`src/design/binary_row_field_decoder_macros.svh`:
```
// assertion macros for the binary row field decoder
// no dependencies; included by the top level, which provides clk and arst_n
`ifndef BINARY_ROW_FIELD_DECODER_MACROS_SVH
`define BINARY_ROW_FIELD_DECODER_MACROS_SVH

// same-cycle implication, checked out of reset
`define BRFD_ASSERT_IMP(lbl, ante, cons, msg) \
	lbl: assert property (@(posedge clk) disable iff (!arst_n) (ante) |-> (cons)) \
		else $error(msg);

// next-cycle implication, checked out of reset
`define BRFD_ASSERT_NXT(lbl, ante, cons, msg) \
	lbl: assert property (@(posedge clk) disable iff (!arst_n) (ante) |=> (cons)) \
		else $error(msg);

`endif

```
`src/design/brfd_pkg.sv`:
```
// shared types and constants for the binary row field decoder
// no dependencies
package brfd_pkg;

	localparam int ADDR_W = 5;
	localparam int DATA_W = 64;

	typedef enum logic [1:0] {
		REG_COLUMN_COUNT = 2'd0,
		REG_COLUMN_TYPES = 2'd1,
		REG_FOOTER_MARKER = 2'd2,
		REG_NULL_MARKER = 2'd3
	} brfd_reg_t;

	typedef enum logic [2:0] {
		KIND_VALUE = 3'd0,
		KIND_NULL = 3'd1,
		KIND_CHAR_HDR = 3'd2,
		KIND_CHAR_BYTE = 3'd3,
		KIND_ROW = 3'd4,
		KIND_ERROR = 3'd5
	} brfd_kind_t;

	typedef enum logic [2:0] {
		ERR_NONE = 3'd0,
		ERR_COUNT = 3'd1,
		ERR_NEG_LEN = 3'd2,
		ERR_BAD_LEN = 3'd3,
		ERR_UNSUPPORTED = 3'd4
	} brfd_err_t;

	localparam logic [3:0] TYPE_INT = 4'd0;
	localparam logic [3:0] TYPE_BIGINT = 4'd1;
	localparam logic [3:0] TYPE_FLOAT = 4'd2;
	localparam logic [3:0] TYPE_DOUBLE = 4'd3;
	localparam logic [3:0] TYPE_SHORT = 4'd4;
	localparam logic [3:0] TYPE_VARCHAR = 4'd5;
	localparam logic [3:0] TYPE_CHAR = 4'd6;
	localparam logic [3:0] TYPE_DATE = 4'd7;
	localparam logic [3:0] TYPE_TIME = 4'd8;
	localparam logic [3:0] TYPE_TIMESTAMP = 4'd9;
	localparam logic [3:0] TYPE_DATETIME = 4'd10;
	localparam logic [3:0] TYPE_LAST_KNOWN = 4'd10;

	typedef struct packed {
		logic [4:0] column_count;
		logic [63:0] column_types;
		logic signed [15:0] footer_marker;
		logic signed [31:0] null_length_marker;
	} brfd_cfg_t;

	typedef struct packed {
		brfd_kind_t kind;
		logic [3:0] column_index;
		logic [63:0] value_bits;
		logic [3:0] type_code;
		logic last_flag;
		brfd_err_t fault_code;
	} brfd_result_t;

	// body size in bytes per type code, zero for char and unknown types
	function automatic logic [3:0] body_size(logic [3:0] tcode);
		logic [3:0] sz;
		case (tcode)
			TYPE_INT, TYPE_FLOAT, TYPE_DATE, TYPE_TIME, TYPE_TIMESTAMP: sz = 4'd4;
			TYPE_BIGINT, TYPE_DOUBLE, TYPE_DATETIME: sz = 4'd8;
			TYPE_SHORT: sz = 4'd2;
			default: sz = 4'd0;
		endcase
		return sz;
	endfunction

endpackage

```
`src/design/brfd_if.sv`:
```
// valid/ready stream interfaces for the byte input and the result output
// no dependencies
interface brfd_in_if;
	logic valid;
	logic ready;
	logic [7:0] data_byte;
	logic restart;

	modport source (output valid, output data_byte, output restart, input ready);
	modport sink (input valid, input data_byte, input restart, output ready);
endinterface

interface brfd_out_if;
	logic valid;
	logic ready;
	logic [2:0] kind;
	logic [3:0] column_index;
	logic [63:0] value_bits;
	logic [3:0] type_code;
	logic last_flag;
	logic [2:0] fault_code;

	modport source (output valid, output kind, output column_index, output value_bits,
		output type_code, output last_flag, output fault_code, input ready);
	modport sink (input valid, input kind, input column_index, input value_bits,
		input type_code, input last_flag, input fault_code, output ready);
endinterface

```
`src/design/brfd_cfg_regs.sv`:
```
// apb-style configuration registers
// depends on brfd_pkg
module brfd_cfg_regs (
	input logic clk,
	input logic arst_n,
	input logic psel,
	input logic penable,
	input logic pwrite,
	input logic [brfd_pkg::ADDR_W-1:0] paddr,
	input logic [brfd_pkg::DATA_W-1:0] pwdata,
	output logic [brfd_pkg::DATA_W-1:0] prdata,
	output brfd_pkg::brfd_cfg_t cfg
);
	import brfd_pkg::*;

	brfd_cfg_t cfg_q;
	brfd_reg_t sel;
	logic wr_en;

	assign sel = brfd_reg_t'(paddr[ADDR_W-1:3]);
	assign wr_en = psel && penable && pwrite;

	always_ff @(posedge clk or negedge arst_n) begin
		if (!arst_n) begin
			cfg_q.column_count <= 5'd1;
			cfg_q.column_types <= '0;
			cfg_q.footer_marker <= -16'sd1;
			cfg_q.null_length_marker <= -32'sd1;
		end else if (wr_en) begin
			unique case (sel)
				REG_COLUMN_COUNT: cfg_q.column_count <= pwdata[4:0];
				REG_COLUMN_TYPES: cfg_q.column_types <= pwdata;
				REG_FOOTER_MARKER: cfg_q.footer_marker <= $signed(pwdata[15:0]);
				REG_NULL_MARKER: cfg_q.null_length_marker <= $signed(pwdata[31:0]);
			endcase
		end
	end

	always_comb begin
		unique case (sel)
			REG_COLUMN_COUNT: prdata = {59'd0, cfg_q.column_count};
			REG_COLUMN_TYPES: prdata = cfg_q.column_types;
			REG_FOOTER_MARKER: prdata = {48'd0, $unsigned(cfg_q.footer_marker)};
			REG_NULL_MARKER: prdata = {32'd0, $unsigned(cfg_q.null_length_marker)};
		endcase
	end

	assign cfg = cfg_q;

endmodule

```
`src/design/brfd_parser.sv`:
```
// row parser: state registers and the one-byte step logic
// depends on brfd_pkg
module brfd_parser #(
	parameter int MAX_COLUMNS = 16
) (
	input logic clk,
	input logic arst_n,
	input brfd_pkg::brfd_cfg_t cfg,
	input logic advance,
	input logic [7:0] data_byte,
	input logic restart,
	output logic res_valid,
	output brfd_pkg::brfd_result_t res,
	output logic halted
);
	import brfd_pkg::*;

	typedef enum logic [5:0] {
		PH_HDR = 6'b000001,
		PH_LEN = 6'b000010,
		PH_BODY = 6'b000100,
		PH_CHAR = 6'b001000,
		PH_DONE = 6'b010000,
		PH_HALT = 6'b100000
	} brfd_phase_t;

	localparam logic [4:0] MaxCols = 5'(MAX_COLUMNS);

	brfd_phase_t phase_q, phase_d;
	logic [1:0] pos_q, pos_d;
	logic [63:0] asm_q, asm_d;
	logic [3:0] col_q, col_d;
	logic [30:0] cnt_q, cnt_d;

	logic [4:0] ncols;
	logic [3:0] col_type;
	logic last_col;
	logic [15:0] hdr_word;
	logic [31:0] len_word;
	logic [63:0] asm_shift;

	assign ncols = (cfg.column_count > MaxCols) ? MaxCols : cfg.column_count;
	assign col_type = cfg.column_types[{col_q, 2'b00} +: 4];
	assign last_col = ({1'b0, col_q} + 5'd1) >= ncols;
	assign hdr_word = {asm_q[7:0], data_byte};
	assign len_word = {asm_q[23:0], data_byte};
	assign asm_shift = {asm_q[55:0], data_byte};
	assign halted = (phase_q == PH_HALT);

	always_comb begin
		phase_d = phase_q;
		pos_d = pos_q;
		asm_d = asm_q;
		col_d = col_q;
		cnt_d = cnt_q;
		res_valid = 1'b0;
		res.kind = KIND_VALUE;
		res.column_index = col_q;
		res.value_bits = '0;
		res.type_code = col_type;
		res.last_flag = 1'b0;
		res.fault_code = ERR_NONE;

		if (restart) begin
			phase_d = PH_HDR;
			pos_d = '0;
			asm_d = '0;
			col_d = '0;
			cnt_d = '0;
		end else begin
			unique case (phase_q)
				PH_DONE: begin
					// row done, and this byte opens the next header
					res_valid = 1'b1;
					res.kind = KIND_ROW;
					res.type_code = TYPE_INT;
					phase_d = PH_HDR;
					pos_d = 2'd1;
					asm_d = {56'd0, data_byte};
					col_d = '0;
					cnt_d = '0;
				end
				PH_HDR: begin
					asm_d = asm_shift;
					pos_d = pos_q + 2'd1;
					if (pos_q != 2'd0) begin
						pos_d = '0;
						asm_d = '0;
						col_d = '0;
						res.column_index = '0;
						res.type_code = TYPE_INT;
						if (hdr_word == $unsigned(cfg.footer_marker)) begin
							res_valid = 1'b1;
							res.kind = KIND_ROW;
							res.value_bits = 64'd1;
							res.last_flag = 1'b1;
						end else if (hdr_word != {11'd0, ncols}) begin
							res_valid = 1'b1;
							res.kind = KIND_ERROR;
							res.value_bits = {48'd0, hdr_word};
							res.fault_code = ERR_COUNT;
							phase_d = PH_HALT;
						end else if (ncols == 5'd0) begin
							res_valid = 1'b1;
							res.kind = KIND_ROW;
						end else begin
							phase_d = PH_LEN;
						end
					end
				end
				PH_LEN: begin
					asm_d = asm_shift;
					pos_d = pos_q + 2'd1;
					if (pos_q == 2'd3) begin
						pos_d = '0;
						asm_d = '0;
						res_valid = 1'b1;
						res.value_bits = {32'd0, len_word};
						if (len_word == $unsigned(cfg.null_length_marker)) begin
							res.kind = KIND_NULL;
							res.value_bits = '0;
							if (last_col) begin
								phase_d = PH_DONE;
							end else begin
								col_d = col_q + 4'd1;
							end
						end else if (len_word[31]) begin
							res.kind = KIND_ERROR;
							res.fault_code = ERR_NEG_LEN;
							phase_d = PH_HALT;
						end else if (col_type == TYPE_VARCHAR || col_type == TYPE_CHAR) begin
							res.kind = KIND_CHAR_HDR;
							if (len_word == 32'd0) begin
								if (last_col) begin
									phase_d = PH_DONE;
								end else begin
									col_d = col_q + 4'd1;
								end
							end else begin
								cnt_d = len_word[30:0];
								phase_d = PH_CHAR;
							end
						end else if (col_type > TYPE_LAST_KNOWN) begin
							res.kind = KIND_ERROR;
							res.fault_code = ERR_UNSUPPORTED;
							phase_d = PH_HALT;
						end else if (len_word != {28'd0, body_size(col_type)}) begin
							res.kind = KIND_ERROR;
							res.fault_code = ERR_BAD_LEN;
							phase_d = PH_HALT;
						end else begin
							res_valid = 1'b0;
							cnt_d = {27'd0, body_size(col_type)};
							phase_d = PH_BODY;
						end
					end
				end
				PH_BODY: begin
					asm_d = asm_shift;
					cnt_d = cnt_q - 31'd1;
					if (cnt_q == 31'd1) begin
						res_valid = 1'b1;
						res.kind = KIND_VALUE;
						res.value_bits = asm_shift;
						asm_d = '0;
						pos_d = '0;
						if (last_col) begin
							phase_d = PH_DONE;
						end else begin
							col_d = col_q + 4'd1;
							phase_d = PH_LEN;
						end
					end
				end
				PH_CHAR: begin
					res_valid = 1'b1;
					res.kind = KIND_CHAR_BYTE;
					res.value_bits = {56'd0, data_byte};
					res.last_flag = (cnt_q == 31'd1);
					cnt_d = cnt_q - 31'd1;
					if (cnt_q == 31'd1) begin
						pos_d = '0;
						if (last_col) begin
							phase_d = PH_DONE;
						end else begin
							col_d = col_q + 4'd1;
							phase_d = PH_LEN;
						end
					end
				end
				PH_HALT: begin
					phase_d = PH_HALT;
				end
				default: begin
					phase_d = PH_HALT;
				end
			endcase
		end
	end

	always_ff @(posedge clk or negedge arst_n) begin
		if (!arst_n) begin
			phase_q <= PH_HDR;
			pos_q <= '0;
			asm_q <= '0;
			col_q <= '0;
			cnt_q <= '0;
		end else if (advance) begin
			phase_q <= phase_d;
			pos_q <= pos_d;
			asm_q <= asm_d;
			col_q <= col_d;
			cnt_q <= cnt_d;
		end
	end

endmodule

```
`src/design/binary_row_field_decoder.sv`:
```
// binary row field decoder: one stream byte per request, at most one result each
// the result register loads at the edge that moves the request out of the input register;
//   a request waits there while the result register is full and not being drained
// throughput: one request per cycle while the result slot is free; the parser state updates in a single pass
// reset: arst_n clears parse state and handshake valids and sets the config registers to their defaults
module binary_row_field_decoder #(
	parameter int MAX_COLUMNS = 16
) (
	input logic clk,
	input logic arst_n,
	brfd_in_if.sink byte_stream,
	brfd_out_if.source result,
	input logic psel,
	input logic penable,
	input logic pwrite,
	input logic [brfd_pkg::ADDR_W-1:0] paddr,
	input logic [brfd_pkg::DATA_W-1:0] pwdata,
	output logic [brfd_pkg::DATA_W-1:0] prdata,
	output logic pready
);
	import brfd_pkg::*;

	`include "binary_row_field_decoder_macros.svh"

	brfd_cfg_t cfg;

	// input register: one request waiting for the parser
	logic valid_s1;
	logic [7:0] data_s1;
	logic restart_s1;

	// result register
	logic out_valid_q;
	brfd_result_t out_res_q;

	logic out_free;
	logic advance;
	logic res_valid;
	brfd_result_t res;
	logic halted;

	// zero wait states on the config port
	assign pready = 1'b1;

	brfd_cfg_regs u_cfg (
		.clk (clk),
		.arst_n (arst_n),
		.psel (psel),
		.penable (penable),
		.pwrite (pwrite),
		.paddr (paddr),
		.pwdata (pwdata),
		.prdata (prdata),
		.cfg (cfg)
	);

	// the parser steps whenever the result register can take what it makes,
	// either because it is empty or because its content leaves this edge
	assign out_free = !out_valid_q || result.ready;
	assign advance = valid_s1 && out_free;
	assign byte_stream.ready = !valid_s1 || advance;

	always_ff @(posedge clk or negedge arst_n) begin
		if (!arst_n) begin
			valid_s1 <= 1'b0;
		end else if (byte_stream.valid && byte_stream.ready) begin
			valid_s1 <= 1'b1;
		end else if (advance) begin
			valid_s1 <= 1'b0;
		end
	end

	always_ff @(posedge clk) begin
		if (byte_stream.valid && byte_stream.ready) begin
			data_s1 <= byte_stream.data_byte;
			restart_s1 <= byte_stream.restart;
		end
	end

	brfd_parser #(
		.MAX_COLUMNS (MAX_COLUMNS)
	) u_parser (
		.clk (clk),
		.arst_n (arst_n),
		.cfg (cfg),
		.advance (advance),
		.data_byte (data_s1),
		.restart (restart_s1),
		.res_valid (res_valid),
		.res (res),
		.halted (halted)
	);

	// a step without a result still frees the result slot if it was drained
	always_ff @(posedge clk or negedge arst_n) begin
		if (!arst_n) begin
			out_valid_q <= 1'b0;
		end else if (out_free) begin
			out_valid_q <= advance && res_valid;
		end
	end

	always_ff @(posedge clk) begin
		if (advance && res_valid) begin
			out_res_q <= res;
		end
	end

	assign result.valid = out_valid_q;
	assign result.kind = out_res_q.kind;
	assign result.column_index = out_res_q.column_index;
	assign result.value_bits = out_res_q.value_bits;
	assign result.type_code = out_res_q.type_code;
	assign result.last_flag = out_res_q.last_flag;
	assign result.fault_code = out_res_q.fault_code;

	// an emitted error always leaves the parser halted
	`BRFD_ASSERT_NXT(a_err_halts, advance && res_valid && res.kind == KIND_ERROR, halted, "error did not halt")

	// a blocked request stays in the input register unchanged
	`BRFD_ASSERT_NXT(a_s1_hold, valid_s1 && !advance, valid_s1 && $stable(data_s1) && $stable(restart_s1), "lost request")

	// fault code is set exactly on error results
	`BRFD_ASSERT_IMP(a_err_code, out_valid_q, (out_res_q.kind == KIND_ERROR) == (out_res_q.fault_code != ERR_NONE), "bad code")

	// last flag only on char bytes and on the footer
	`BRFD_ASSERT_IMP(a_last_kind, out_valid_q && out_res_q.last_flag, out_res_q.kind inside {KIND_CHAR_BYTE, KIND_ROW} == 1'b1 || 1'b0, "bad last")

endmodule

```
`src/flat_wrapper.sv`:
```
// flat-port wrapper written by rule: the top's interface ports become plain ports
module binary_row_field_decoder_flat import brfd_pkg::*;
#(
	parameter int MAX_COLUMNS = 16
)
  (clk, arst_n, psel, penable, pwrite, paddr, pwdata, prdata, pready, byte_stream_valid, byte_stream_data_byte, byte_stream_restart, byte_stream_ready, result_valid, result_kind, result_column_index, result_value_bits, result_type_code, result_last_flag, result_fault_code, result_ready);
  brfd_in_if byte_stream_i ();
  brfd_out_if result_i ();
  input logic clk;
  input logic arst_n;
  input logic psel;
  input logic penable;
  input logic pwrite;
  input logic [brfd_pkg::ADDR_W-1:0] paddr;
  input logic [brfd_pkg::DATA_W-1:0] pwdata;
  output logic [brfd_pkg::DATA_W-1:0] prdata;
  output logic pready;
  input wire logic [$bits(byte_stream_i.valid)-1:0] byte_stream_valid;
  input wire logic [$bits(byte_stream_i.data_byte)-1:0] byte_stream_data_byte;
  input wire logic [$bits(byte_stream_i.restart)-1:0] byte_stream_restart;
  output wire logic [$bits(byte_stream_i.ready)-1:0] byte_stream_ready;
  output wire logic [$bits(result_i.valid)-1:0] result_valid;
  output wire logic [$bits(result_i.kind)-1:0] result_kind;
  output wire logic [$bits(result_i.column_index)-1:0] result_column_index;
  output wire logic [$bits(result_i.value_bits)-1:0] result_value_bits;
  output wire logic [$bits(result_i.type_code)-1:0] result_type_code;
  output wire logic [$bits(result_i.last_flag)-1:0] result_last_flag;
  output wire logic [$bits(result_i.fault_code)-1:0] result_fault_code;
  input wire logic [$bits(result_i.ready)-1:0] result_ready;
  assign byte_stream_i.valid = byte_stream_valid;
  assign byte_stream_i.data_byte = byte_stream_data_byte;
  assign byte_stream_i.restart = byte_stream_restart;
  assign byte_stream_ready = byte_stream_i.ready;
  assign result_valid = result_i.valid;
  assign result_kind = result_i.kind;
  assign result_column_index = result_i.column_index;
  assign result_value_bits = result_i.value_bits;
  assign result_type_code = result_i.type_code;
  assign result_last_flag = result_i.last_flag;
  assign result_fault_code = result_i.fault_code;
  assign result_i.ready = result_ready;
  binary_row_field_decoder #(.MAX_COLUMNS(MAX_COLUMNS)) u_core (.clk(clk), .arst_n(arst_n), .byte_stream(byte_stream_i), .result(result_i), .psel(psel), .penable(penable), .pwrite(pwrite), .paddr(paddr), .pwdata(pwdata), .prdata(prdata), .pready(pready));
endmodule
```
`config.mk`:
```
export PLATFORM = sky130hd
export DESIGN_NAME = binary_row_field_decoder_flat
export DESIGN_NICKNAME = d
export VERILOG_FILES = /design/src/design/brfd_pkg.sv /design/src/design/brfd_if.sv /design/src/design/brfd_cfg_regs.sv /design/src/design/brfd_parser.sv /design/src/design/binary_row_field_decoder.sv /design/src/flat_wrapper.sv
export VERILOG_INCLUDE_DIRS = /design/src /design/src/design
export SDC_FILE = /design/constraint.sdc
export NUM_CORES = 1
export LEC_CHECK = 0
export BUFFER_PORTS_ARGS = -buffer_cell sky130_fd_sc_hd__buf_2
export CAP_MARGIN = 20
export CORE_MARGIN = 2
export CORE_UTILIZATION = 58
export DETAILED_ROUTE_END_ITERATION = 8
export PLACE_DENSITY = 0.81
export SKIP_LAST_GASP = 1
export SYNTH_ARGS = -nofsm -noshare
export SYNTH_HDL_FRONTEND = slang
export SYNTH_SLANG_ARGS = --single-unit
```
`constraint.sdc`:
```
create_clock -name clk -period 6.3 [get_ports clk]
set_input_delay 0.945 -clock clk [delete_from_list [all_inputs] [get_ports clk]]
set_output_delay 0.945 -clock clk [all_outputs]
set_load 0.05 [all_outputs]
```
* After elaboration in Yosys (flattened, before gate mapping)
Memories as Yosys holds them, arrays and structs flattened.
Cells that the tools add are included.
** Word-level totals
- Bits of input ports :: 85
- Register bits :: 306
- Bits in read-only memories :: 96
- Memories kept :: 2
** Cells by class
- $lt $le $gt $ge :: 3
- Mux-type cells :: 100
- Shift-type cells :: 1
- Reductions and logical operators :: 29
- Add/sub/neg operators :: 4
- Eq/ne operators :: 29
** Memories
- (no name shown) :: words 16, bits a word 3, rd ports 1, clocked after memory_dff 0, write ports 0, line brfd_pkg.sv:64 : case (tcode)
- (no name shown) :: words 16, bits a word 3, rd ports 1, clocked after memory_dff 0, write ports 0, line brfd_pkg.sv:64
** Operator list (count)
- 64-bit case mux with 4 select lines :: 2
- 31-bit 2-to-1 mux :: 8
- 56-bit 2-to-1 mux :: 4
- 56-bit case mux with 4 select lines :: 1
- 31-bit case mux with 3 select lines :: 1
- 6-bit 2-to-1 mux :: 14
- 79-bit 2-to-1 mux :: 1
- 76-bit 2-to-1 mux :: 1
- 4-bit 2-to-1 mux :: 17
- 32-bit 2-to-1 mux :: 2
- 64-bit 2-to-1 mux :: 1
- 64-bit by 7-bit variable part select with 4-bit output :: 1
- 3-bit 2-to-1 mux :: 14
- 32-bit equality test :: 1
- 32-bit logical NOT :: 1
- 16-bit 2-to-1 mux :: 2
- 32-bit by 4-bit inequality test with 1-bit output :: 1
- 31-bit by 1-bit equality test with 1-bit output (second input constant) :: 1
- 31-bit by 1-bit subtractor with 31-bit output (second input constant) :: 1
- 4-bit by 3-bit inequality test with 1-bit output (second input constant) :: 7
- 6-bit case mux with 4 select lines :: 1
- 1-bit 2-to-1 mux :: 17
- 16-bit equality test :: 1
- 16-bit by 5-bit inequality test with 1-bit output :: 1
- other kinds (38) :: 65

* Longest topological paths before layout
- Word-level depth :: 19
- Gate-level depth with buffers :: 15

* Modules after synthesis
From an unflattened synthesis, not the netlist that was laid out.
** Unflattened totals
- Cell total of the unflattened synthesis :: 1307
- Area total of the unflattened synthesis :: 15796.4 um^2
** By module, submodules not included
- brfd_parser :: instances 1, sequential area each 2478.6 um^2, cells an instance 850, area each 7415.9 um^2
- brfd_cfg_regs :: instances 1, sequential area each 2989.1 um^2, cells an instance 357, area each 5615.4 um^2
- binary_row_field_decoder :: instances 1, sequential area each 2692.6 um^2, cells an instance 100, area each 2765.2 um^2

* Least setup slack after synthesis
Ideal clock, no wire load.
- Path type :: flip-flop to flip-flop
- Start point :: register u_core.u_parser.col_q[0]
- End point :: register u_core.out_res_q, in the netlist u_core.result.column_index[0], enable pin
- Arrival time :: 4.267 ns
- Data required time :: 5.853 ns
- Clock period less this slack :: 4.714 ns
- Library setup time :: 0.447 ns
- Cell stages (with the launch flop) :: 13
- Path buffers :: 2
- Setup slack :: 1.586 ns
- Path through :: dfrtp_1 > buf_6 > mux4_2 > a22oi_1 > and3_1 > buf_2 > and2b_2 > nand4b_1 > nand3_2 > nand4_4 > nor2_1 > o2111ai_1 > and3_1
** Between the ends
- Longest elaborated chain between the ends :: 19
- Elaborated cells on any way between the ends :: 23
** Ends and longest elaborated chain
- from (decl) :: line brfd_parser.sv:32 : logic [3:0] col_q, col_d;
- from (signal assigned) :: line brfd_parser.sv:212 : col_q <= col_d;
- 64-bit by 7-bit variable part select with 4-bit output * :: line brfd_parser.sv:43 : assign col_type = cfg.column_types[{col_q, 2'b00} +: 4];
- memory 16 x 3 bit
- 4-bit 2-to-1 mux :: line brfd_parser.sv:143 : end else if (col_type > TYPE_LAST_KNOWN) begin
- 4-bit 2-to-1 mux :: line brfd_parser.sv:131 : end else if (col_type == TYPE_VARCHAR || col_type == TYPE_CHAR) begin
- 4-bit 2-to-1 mux :: line brfd_parser.sv:127 : end else if (len_word[31]) begin
- 4-bit 2-to-1 mux :: line brfd_parser.sv:119 : if (len_word == $unsigned(cfg.null_length_marker)) begin
- 4-bit 2-to-1 mux :: line brfd_parser.sv:114 : if (pos_q == 2'd3) begin
- 4-bit 2-to-1 mux :: line brfd_parser.sv:71 : unique case (phase_q)
- (+3 left out)
- 1-bit 2-to-1 mux :: line brfd_parser.sv:143
- 1-bit 2-to-1 mux * :: line brfd_parser.sv:131
- 1-bit 2-to-1 mux * :: line brfd_parser.sv:127
- 1-bit 2-to-1 mux * :: line brfd_parser.sv:119
- 1-bit 2-to-1 mux * :: line brfd_parser.sv:114
- 1-bit case mux with 4 select lines * :: line brfd_parser.sv:71
- 1-bit 2-to-1 mux * :: line brfd_parser.sv:64 : if (restart) begin
- 1-bit logical AND * :: line binary_row_field_decoder.sv:104 : if (advance && res_valid) begin
- to (signal assigned) :: line binary_row_field_decoder.sv:105 : out_res_q <= res;
- to (decl) :: line binary_row_field_decoder.sv:34 : brfd_result_t out_res_q;
Every way passes the cells marked *; elsewhere a longest branch is shown, timed or not. The select of a mux whose other input is x is not followed.
A chain may end at the register's enable or synchronous reset.

* Worst setup path after layout
- Start point :: register u_core.u_parser.col_q[0]
- End point :: register u_core.out_res_q, in the netlist u_core.result.value_bits[18], enable pin
The elaborated chain is that of the path after synthesis.

==> metrics.cfg <==
[run_status]
outcome=completed

[layout]
final_cell_mix=buf_2, dfrtp_1, mux2_2
drive_gt1_frac=0.336
diodes=0
fin_nets=1605
fin_util=0.679
final_common_cell=buf_2
syn2layout_area_growth_pct=15.7

[routing]
top_layer=met4
drt-wirelength-per-cell_microns=20.6
met3_length_mm=3.19
antenna_left=0
drtIter0Drc=1128
detail_route.wirelength.met1_mm=16.0
first_pass_iters=5
dr_wl_met2_mm=17.7
drc=0
routed_wirelength_mm=38.6
viasPerCell=6.10
vias=11401

[timing]
clock.fmax_ghz=0.219
rsz0062_at_grt=no
clock_skew_ps=28.4
drv_slew=0
setup_viol=0
final-hold-violation-count=0
finalCritPeriodShare=0.726
timing.final.crit_period_ps=4570
setup_tns_ps=0
worst_pin_slew_ps=1110
slew_headroom=0.257

[yosys]
synth_cell_types=79
ys_async_sr_fraction=0.712
syn_area_sq_mm=0.0152
synth_top_flop_cell=dfrtp_1
synth_largest_area_cell=dfrtp_1
syn_avg_cell_area_sq_um=11.5
synth_seq_cells=306
syn_nets=1413
yosysSeqAreaShare=0.537
synth-edff-count=88
synth_top_cell_area_share=0.277
yosys-top-cells-area=dfrtp_1, edfxtp_1, mux2_2
syn_inst=1317
yosys_warnings=0

[power_and_ir_drop]
total_power_w=0.00545
leakagePower_nw=7.10
irDropWorstVdd_uv=308
p_per_area_mw_per_mm2=310

[clock_tree]
cts_tree=done
clk_latency_ps=580
clk_pin_slew_ps=60
post_cts_buffers=0
cts_hold_buf=0
root_buffer=clkbuf_16
cts.path.max_buffers=3
ctsResizeCount=0
cts_made_buffers=31
cts.sinks=306
htree_levels=1

[critical_path]
worstPathRequired_ps=6550
critPathBufInv=2
cp_top_family=simple AND/OR/NAND/NOR gates
cp_data_arrival_time_ps=4820
startpoint_type=register
worst-path-stages=12
cp_common_cell=buf_4
crit_chain=buf_4 > mux4_2 > a22oi_1 > and3_1 > and2b_2 > nand4b_1 > nand3_2 > nand4_4 > nor2_1 > o2111ai_1 > and3_4 > buf_4
critPathMaxStageDelay_ps=710
r2r_cells=12
critPathKind=reg2reg
crit_slowest_cell=and3_4
crit_path_end_kind=register
r2r_slack_ps=1730
critPathMaxFanout=51

[placement]
port_buffers=226
gp_congestion=0.912
dp_hpwl_mm=27.0

[global_route]
grt_pass1_wl_mm=61.5
gr-total-overflow=0
grt_pass1_vias=11210
grt_util_all_layers=0.276
antenna_found_initial=0
grt_max_degree=119

[die]
io_pins=231
die_area_sq_mm=0.0275
die_y_microns=166
die_x_microns=166
row_count=59
coreArea_sq_mm=0.0259
start_util=0.587

[min_path]
min_path_type=in2async

[job]
maxCapViolCount=0

final cells by class:
cell class                 count  area, sq um
fill                        1914         8330
tap                          335          419
clock buffer                  36          816
clock inverter                22          226
multi-input combinational    915         6630
sequential                   306         8160
timing repair buffer         242         1280
inverter                      13         48.8
worst register-to-register path, delay by kind of cell (launching register included):
family	cells	cell delay (ps)
and+or+nand+nor	7	1900
buffers and inverters	2	790
muxes	1	580
AOI/OAI and AO/OA	2	510
DFF	1	490
stage by stage:
| stage | cell area [sq um] | cells | hold slack (ps) | setup slack (ps) |
|---|---|---|---|---|
| floorplan | 15200 | 1317 | 463 | 1590 |
| global placement | 16500 | 1810 | 477 | 1820 |
| detailed placement | 16500 | 1810 | 483 | 1770 |
| CTS | 17600 | 1868 | 499 | 1730 |
| global route | 17600 | 1869 | 524 | 1440 |
| finish | 17600 | 1869 | 469 | 1730 |
cells in the mapped netlist, types with 5 or more instances:
| master | n |
|---|---|
| and3_1 | 7 |
| dfstp_2 | 50 |
| nor2b_1 | 29 |
| a31oi_1 | 15 |
| mux2_2 | 127 |
| buf_6 | 7 |
| clkbuf_1 | 63 |
| a22o_1 | 46 |
| nor4_1 | 17 |
| and2_1 | 73 |
| xor2_1 | 5 |
| o21ai_0 | 68 |
| edfxtp_1 | 88 |
| mux2i_1 | 16 |
| nand2b_1 | 9 |
| xnor2_1 | 52 |
| a21oi_1 | 45 |
| o32a_1 | 5 |
| nor3_1 | 16 |
| o22ai_1 | 6 |
| nand2_1 | 102 |
| dfrtp_1 | 168 |
| mux4_2 | 17 |
| nand3_1 | 19 |
| or3_1 | 6 |
| inv_1 | 12 |
| nand4_1 | 15 |
| nor3b_1 | 8 |
| nor2_1 | 101 |
| ha_1 | 11 |
| buf_2 | 7 |
| o21ai_1 | 26 |
flip-flops by register name (all words and copies together), names as in the netlist, 2 cells and up:
| signal | count |
|---|---|
| u_core.u_parser.asm_q | 56 |
| u_core.u_parser.col_q | 4 |
| u_core.result.column_index | 4 |
| u_core.result.kind | 3 |
| u_core.result.fault_code | 3 |
| u_core.u_cfg.cfg | 117 |
| u_core.u_parser.cnt_q | 31 |
| u_core.u_parser.phase_q | 6 |
| u_core.result.type_code | 4 |
| u_core.data_s1 | 8 |
| u_core.result.value_bits | 64 |
| u_core.u_parser.pos_q | 2 |
power breakdown:
part / leakage [nW] / internal, W / switching (W)
logic: 3.17 / 0.000435 / 0.000633
clock network: 0.501 / 0.00109 / 0.000785
registers: 3.42 / 0.00230 / 0.000207
total: 7.10 / 0.00383 / 0.00162
cell families (layout without fill, tap and decap cells):
group                    Yosys count  in the layout  synth area share
AND/OR/NAND/NOR                  431            431             0.149
flip-flops                       306            306             0.537
AO/OA/AOI/OAI                    250            250             0.106
multiplexers                     164            164             0.137
buffers and inverters             96            313            0.0285
XOR/XNOR                          58             58            0.0339
adder cells (fa/ha/maj)           11             11           0.00905
other                              1              1          0.000247
path summary, 6_finish.rpt:
check                                                      startpoint                                         end
min in group clk                u_core.u_parser.asm_q[27]$_DFFE_PN0P_       u_core.u_parser.asm_q[27]$_DFFE_PN0P_
worst min register to register  u_core.u_parser.asm_q[27]$_DFFE_PN0P_       u_core.u_parser.asm_q[27]$_DFFE_PN0P_
worst max register to register   u_core.u_parser.col_q[0]$_DFFE_PN0P_  u_core.result.value_bits[18]$_SDFFCE_PP0P_
worst min-delay path                                           arst_n            u_core.u_cfg.cfg[76]$_DFFE_PN0P_
max in group asynchronous                                      arst_n       u_core.u_parser.asm_q[54]$_DFFE_PN0P_
worst max-delay path             u_core.u_parser.col_q[0]$_DFFE_PN0P_  u_core.result.value_bits[18]$_SDFFCE_PP0P_
metal layers:
layer  track usage  up-vias
met5        0.0104        -
met4         0.109        0
met3        0.0593       86
met2         0.431      514
met1         0.380     5645
li1              -     5156
No activity file was read; power rests on OpenSTA's default activity.
